--- src/c8alu_pkg.sv ---
// Shared types, operation codes and status flag positions for the 8-bit ALU core.
package c8alu_pkg;

    localparam int unsigned CmdW  = 4;
    localparam int unsigned ByteW = 8;

    localparam logic [CmdW-1:0] CMD_OR   = 4'd0;
    localparam logic [CmdW-1:0] CMD_AND  = 4'd1;
    localparam logic [CmdW-1:0] CMD_XOR  = 4'd2;
    localparam logic [CmdW-1:0] CMD_ADD  = 4'd3;
    localparam logic [CmdW-1:0] CMD_SUB  = 4'd4;
    localparam logic [CmdW-1:0] CMD_CMP  = 4'd5;
    localparam logic [CmdW-1:0] CMD_BIT  = 4'd6;
    localparam logic [CmdW-1:0] CMD_SHL  = 4'd7;
    localparam logic [CmdW-1:0] CMD_ROL  = 4'd8;
    localparam logic [CmdW-1:0] CMD_SHR  = 4'd9;
    localparam logic [CmdW-1:0] CMD_ROR  = 4'd10;
    localparam logic [CmdW-1:0] CMD_INC  = 4'd11;
    localparam logic [CmdW-1:0] CMD_DEC  = 4'd12;
    localparam logic [CmdW-1:0] CMD_LOAD = 4'd13;

    localparam int unsigned FL_C = 0;
    localparam int unsigned FL_Z = 1;
    localparam int unsigned FL_D = 3;
    localparam int unsigned FL_V = 6;
    localparam int unsigned FL_N = 7;

    localparam int unsigned S_TDATA_W = 32;
    localparam int unsigned M_TDATA_W = 24;

    typedef struct packed {
        logic [CmdW-1:0]  cmd;
        logic [ByteW-1:0] operand_a;
        logic [ByteW-1:0] operand_b;
        logic [ByteW-1:0] status_in;
    } alu_req_t;

    typedef struct packed {
        logic [ByteW-1:0] result;
        logic [ByteW-1:0] status_out;
        logic             writes_result;
    } alu_res_t;

endpackage

--- src/c8alu_exec.sv ---
// Combinational ALU: logic, binary/decimal add and subtract, compare, bit test, shifts.
module c8alu_exec (
    input  c8alu_pkg::alu_req_t req,
    output c8alu_pkg::alu_res_t res
);
    import c8alu_pkg::*;

    logic [ByteW-1:0] a, b, p, r;
    logic             cin, brw, wr;
    logic [ByteW:0]   sum, diff, cmp;
    logic [5:0]       dlo, dhi;
    logic             dlo_c;
    logic [ByteW-1:0] slo, shi;
    logic [ByteW-1:0] or_v, and_v, xor_v;

    always_comb begin
        a     = req.operand_a;
        b     = req.operand_b;
        cin   = req.status_in[FL_C];
        brw   = ~cin;
        or_v  = a | b;
        and_v = a & b;
        xor_v = a ^ b;
        sum   = {1'b0, a} + {1'b0, b} + {8'd0, cin};
        diff  = {1'b0, a} - {1'b0, b} - {8'd0, brw};
        cmp   = {1'b0, a} - {1'b0, b};

        // decimal add digits
        dlo = {2'b00, a[3:0]} + {2'b00, b[3:0]} + {5'd0, cin};
        if (dlo > 6'd9) begin
            dlo = dlo + 6'd6;
        end
        dlo_c = (dlo > 6'd15);
        dhi   = {2'b00, a[7:4]} + {2'b00, b[7:4]} + {5'd0, dlo_c};

        // decimal subtract digits
        slo = {4'd0, a[3:0]} - {4'd0, b[3:0]} - {7'd0, brw};
        if (slo[7]) begin
            slo = slo - 8'd6;
        end
        shi = {4'd0, a[7:4]} - {4'd0, b[7:4]} - {7'd0, slo[7]};
        if (shi[7]) begin
            shi = shi - 8'd6;
        end

        p  = req.status_in;
        r  = '0;
        wr = 1'b1;
        unique case (req.cmd)
            CMD_OR:   r = or_v;
            CMD_AND:  r = and_v;
            CMD_XOR:  r = xor_v;
            CMD_ADD: begin
                if (req.status_in[FL_D]) begin
                    p[FL_Z] = (sum[7:0] == 8'd0);
                    p[FL_N] = (sum[7:0] != 8'd0) && dhi[3];
                    p[FL_V] = ~(a[7] ^ b[7]) & (a[7] ^ dhi[3]);
                    r[3:0]  = dlo[3:0];
                    if (dhi > 6'd9) begin
                        dhi = dhi + 6'd6;
                    end
                    p[FL_C] = (dhi > 6'd15);
                    r[7:4]  = dhi[3:0];
                end else begin
                    r       = sum[7:0];
                    p[FL_V] = ~(a[7] ^ b[7]) & (a[7] ^ sum[7]);
                    p[FL_C] = sum[8];
                end
            end
            CMD_SUB: begin
                p[FL_V] = (a[7] ^ b[7]) & (a[7] ^ diff[7]);
                p[FL_C] = ~diff[8];
                if (req.status_in[FL_D]) begin
                    r = {shi[3:0], slo[3:0]};
                end else begin
                    r = diff[7:0];
                end
            end
            CMD_CMP: begin
                p[FL_C] = ~cmp[8];
                wr      = 1'b0;
            end
            CMD_BIT: begin
                p[FL_Z] = (and_v == 8'd0);
                p[FL_N] = b[7];
                p[FL_V] = b[6];
                wr      = 1'b0;
            end
            CMD_SHL: begin
                r       = {b[6:0], 1'b0};
                p[FL_C] = b[7];
            end
            CMD_ROL: begin
                r       = {b[6:0], cin};
                p[FL_C] = b[7];
            end
            CMD_SHR: begin
                r       = {1'b0, b[7:1]};
                p[FL_C] = b[0];
            end
            CMD_ROR: begin
                r       = {cin, b[7:1]};
                p[FL_C] = b[0];
            end
            CMD_INC:  r = b + 8'd1;
            CMD_DEC:  r = b - 8'd1;
            CMD_LOAD: r = b;
            default:  wr = 1'b0;
        endcase

        // N/Z from written byte or sub/cmp difference; decimal add and BIT set their own
        if (req.cmd == CMD_SUB) begin
            p[FL_N] = diff[7];
            p[FL_Z] = (diff[7:0] == 8'd0);
        end else if (req.cmd == CMD_CMP) begin
            p[FL_N] = cmp[7];
            p[FL_Z] = (cmp[7:0] == 8'd0);
        end else if (wr && !(req.cmd == CMD_ADD && req.status_in[FL_D])) begin
            p[FL_N] = r[7];
            p[FL_Z] = (r == 8'd0);
        end

        res.result        = r;
        res.status_out    = p;
        res.writes_result = wr;
    end

endmodule

--- src/cpu8_alu_with_bcd_flags_core.sv ---
// Top level: request register, combinational ALU and output register on stream ports.
// Path: a request is registered, then its ALU result loads the output register.
// Throughput: one request per cycle; a waiting output stalls input once both stages fill.
// Depth is set by the request register and the output register around the ALU.
// Reset: synchronous, active low; both stages are emptied, payload is not cleared.
module cpu8_alu_with_bcd_flags_core (
    input  logic                             aclk,
    input  logic                             aresetn,
    input  logic                             s_tvalid,
    output logic                             s_tready,
    // [3:0] cmd, [11:4] operand_a, [19:12] operand_b, [27:20] status_in, [31:28] zero
    input  logic [c8alu_pkg::S_TDATA_W-1:0]  s_tdata,
    output logic                             m_tvalid,
    input  logic                             m_tready,
    // [7:0] result, [15:8] status_out, [16] writes_result, [23:17] zero
    output logic [c8alu_pkg::M_TDATA_W-1:0]  m_tdata
);
    import c8alu_pkg::*;

    logic     req_valid_reg, req_valid_next;
    alu_req_t req_reg;
    logic     out_valid_reg, out_valid_next;
    alu_res_t out_reg;
    alu_res_t alu_res;
    logic     out_load, req_load;
    alu_req_t req_in;

    assign req_in.cmd       = s_tdata[3:0];
    assign req_in.operand_a = s_tdata[11:4];
    assign req_in.operand_b = s_tdata[19:12];
    assign req_in.status_in = s_tdata[27:20];

    c8alu_exec u_exec (
        .req (req_reg),
        .res (alu_res)
    );

    assign out_load = req_valid_reg && (!out_valid_reg || m_tready);
    assign s_tready = !req_valid_reg || out_load;
    assign req_load = s_tvalid && s_tready;

    always_comb begin
        req_valid_next = req_valid_reg;
        if (req_load) begin
            req_valid_next = 1'b1;
        end else if (out_load) begin
            req_valid_next = 1'b0;
        end
        out_valid_next = out_valid_reg;
        if (out_load) begin
            out_valid_next = 1'b1;
        end else if (m_tready) begin
            out_valid_next = 1'b0;
        end
    end

    always_ff @(posedge aclk) begin
        if (!aresetn) begin
            req_valid_reg <= 1'b0;
            out_valid_reg <= 1'b0;
        end else begin
            req_valid_reg <= req_valid_next;
            out_valid_reg <= out_valid_next;
        end
    end

    always_ff @(posedge aclk) begin
        if (req_load) begin
            req_reg <= req_in;
        end
        if (out_load) begin
            out_reg <= alu_res;
        end
    end

    assign m_tvalid = out_valid_reg;
    assign m_tdata  = {7'd0, out_reg.writes_result, out_reg.status_out, out_reg.result};

endmodule

--- config.mk ---
export PLATFORM = sky130hd
export DESIGN_NAME = cpu8_alu_with_bcd_flags_core
export DESIGN_NICKNAME = d
export VERILOG_FILES = /design/src/c8alu_pkg.sv /design/src/c8alu_exec.sv /design/src/cpu8_alu_with_bcd_flags_core.sv
export SDC_FILE = /design/constraint.sdc
export NUM_CORES = 1
export LEC_CHECK = 0
export ABC_AREA = 1
export BUFFER_PORTS_ARGS = -buffer_cell sky130_fd_sc_hd__buf_2
export CAP_MARGIN = 10
export CORE_ASPECT_RATIO = 0.75
export CORE_UTILIZATION = 51
export DETAILED_ROUTE_END_ITERATION = 8
export PLACE_DENSITY = 0.81
export SYNTH_ARGS = -nofsm -noshare
export SYNTH_HDL_FRONTEND = slang
export SYNTH_HIERARCHICAL = 1
export SYNTH_SLANG_ARGS = --single-unit
export TNS_END_PERCENT = 5
--- constraint.sdc ---
create_clock -name aclk -period 4.6 [get_ports aclk]
set_clock_uncertainty 0.05 [all_clocks]
set_input_delay 1.38 -clock aclk [delete_from_list [all_inputs] [get_ports aclk]]
set_output_delay 1.38 -clock aclk [all_outputs]
set_load 0.005 [all_outputs]
==> results.toml <==
[status]
status = "finished, violations left"
failed_checks = "design-rule violations"

[die]
die_x_um = 111.3
die_y_um = 83.98
initial_core_util_pct = 53.36
ios = 62
rows = 29
fp.coreArea_um2 = 8563
dieArea_um2 = 9346

[synth]
ys.flop_type = "edfxtp_1"
avgSynthCellArea_um2 = 7.346
synthTopCellsByArea = "edfxtp_1 (30%), nand2_1 (12%), ha_1 (11%), inv_1 (8.5%), nand3_1 (8.0%)"
ys_seq_elements = 47
synthTopCellsByCount = "nand2_1 (150), inv_1 (103), nand3_1 (73)"
synth_top_area_share_pct = 29.57
yosys_warnings = 6
async_flop_share_pct = 0
syn-cell-area_um2 = 4569
yosysSeqAreaShare_pct = 30.45
yosys.area.top_type = "edfxtp_1"
synth.distinct_cells = 44
postSynthCellCount = 622
yosysMostFrequentCell = "nand2_1"
synth_edf_count = 45

[critical_path]
critPathArrivalTime_ns = 4.30
cp_max_fo = 5
startpoint_type = "flip-flop"
endpoint_kind = "flip-flop"
worstSetupPathType = "reg -> reg"
required_ns = 4.60

[routing]
wl_um = 12840
drcViolationCount = 4
drt_first_pass_iters = 7
ant_nets = 0
wl_per_cell_um = 16.40
drtIter0Drc = 491
vias = 4469
via_per_inst = 5.708

[layout]
syn_to_final_growth_pct = 11.58
final_util_pct = 59.54
largest_reg_flops = 28
layout.nets = 756
drive_above_1_share_pct = 16.15
regArea_um2 = 1391
n_fill_cell = 782
multi_input_area_um2 = 2708
antenna_cells = 0
instances_no_fill = 783
stdcell_area_um2 = 5099

[global_route]
grt_pass1_wl_um = 20850
antenna_found_initial = 0
globalRoute.busiestLayer = "met2"
gr-total-overflow = 0
met3_usage_pct = 7.190
grt_usage_pct = 28.88
grt_max_degree = 29
gr-usage-met2_pct = 42.73
grt_pass1_vias = 4134
grtUsageMet1_pct = 41.43

[clocking]
root_buffer = "clkbuf_16"
clk_pin_slew_ns = 0.06
cts_buffers = 5
clock_path_buffers = 2
clock_sinks = 47
insertion_delay_ns = 0.29
cts_tree = "built"
h-tree-depth = 2

[place]
placedCellCount = 773
gp_routability_congestion = 0.9327
dp_hpwl_um = 10350
pre_cts_ws_ns = -0.02099
numPortBuffers = 50
placed_cell_area_um2 = 4902

[timing]
fmax_ghz = 0.2325
hold_viol = 0
setup_viol_count_final = 0
worst_pin_slew_ns = 1.041
finalCritPeriodShare_pct = 93.49
slew_headroom_pct = 30.55
final_max_slew_viol_count = 0
setup_slack_ns = 0.2995
final.min_clock_period_ns = 4.300

[power]
combPwrFrac_pct = 37.9
p_sw_share_pct = 36.96
ir_drop_uv = 220.2
powerDensity_nw_per_um2 = 275.9
clockPowerShare_pct = 24.9
p_leak_nw = 2.548
p_int_uw = 886.9
seq_power_share_pct = 37.1
p_sw_uw = 519.9

[hold_path]
hp-class = "reg -> reg"

[job]
drv_cap = 0
placed cells by master (no fill, tap or decap), types with 10 or more instances in the layout:
cell type	n
nand2_1	147
buf_4	10
ha_1	38
nand4_1	21
buf_2	50
nor2_1	35
a21oi_1	26
inv_1	103
nand3_1	72
o22ai_1	15
o21ai_0	14
edfxtp_1	45
metal layers:
metal  vias to the layer above  share of wire [%]
li1                       2156                  -
met5                         -                  0
met2                       211                 43
met1                      2081                 45
met4                         0                1.8
met3                        21                 10
critical path, cell delays in order, from the launching register on:
cell	delay, ns
edfxtp_1	0.37
inv_1	0.10
fa_2	0.44
fa_2	0.36
inv_1	0.08
nand2_1	0.08
nand2_2	0.10
ha_2	0.21
nand3_1	0.09
o21ai_2	0.16
fa_1	0.18
inv_1	0.06
fa_2	0.53
inv_1	0.08
nand2_1	0.09
nand3_2	0.12
nand2_4	0.10
nand3_1	0.07
inv_1	0.06
o21ai_0	0.08
nand2_1	0.10
nand3_1	0.08
nor2_2	0.16
inv_2	0.04
nand3_1	0.06
nand3_1	0.09
nand2_1	0.07
nand2_1	0.05
cell families after synthesis:
| logic type | Yosys count | share of synthesized area (%) |
|---|---|---|
| simple gates | 318 | 32.48 |
| buf+inv | 128 | 11.75 |
| compound gates | 74 | 9.967 |
| other cells | 1 | 0.08207 |
| flops | 47 | 30.45 |
| xor+xnor | 8 | 1.533 |
| fa+ha+maj | 46 | 13.75 |
power by group through the flow:
stage,Sequential [mW],Combinational (mW),Clock (mW)
after global routing,0.526,0.592,0.374
after global placement,0.530,0.484,0
final,0.523,0.533,0.351
after CTS,0.523,0.505,0.360
after floorplan,0.527,0.369,0
after detailed placement,0.532,0.501,0
through the flow:
stage               hold WS [ns]  power [mW]  TNS (ns)
finish                    0.3737       1.407         0
global route              0.3783       1.492  -0.02219
CTS                       0.3780       1.387         0
detailed placement        0.3615       1.032  -0.03962
global placement          0.3510       1.013         0
floorplan                 0.4108      0.8968         0
final cells by class:
| class | instances | area share [%] |
|---|---|---|
| Clock buffer | 7 | 2.601 |
| Clock inverter | 1 | 0.09816 |
| Inverter | 107 | 7.877 |
| Multi-Input combinational cell | 453 | 53.10 |
| Sequential cell | 47 | 27.29 |
| Tap cell | 108 | 2.650 |
| Timing Repair Buffer | 60 | 6.380 |
what timing repair did:
action / 4_1_cts / 5_1_grt
endpoints found under the hold margin: 0 / 0
hold buffers: 0 / 0
setup endpoints to repair: 2 / 6
resized for setup: 1 / 13
pin swaps: 0 / 2
buffers inserted: 0 / 2
worst paths after layout:
kind	start	end	slack, ns	cells past startpoint
max	req_reg[0]$_DFFE_PP_	m_tdata[15]$_DFFE_PP_	0.30	27
min	req_reg[2]$_DFFE_PP_	m_tdata[10]$_DFFE_PP_	0.37	0
max reg2reg	req_reg[0]$_DFFE_PP_	m_tdata[15]$_DFFE_PP_	0.30	27
min reg2reg	req_reg[2]$_DFFE_PP_	m_tdata[10]$_DFFE_PP_	0.37	0
Power figures use the tool's default switching activity.
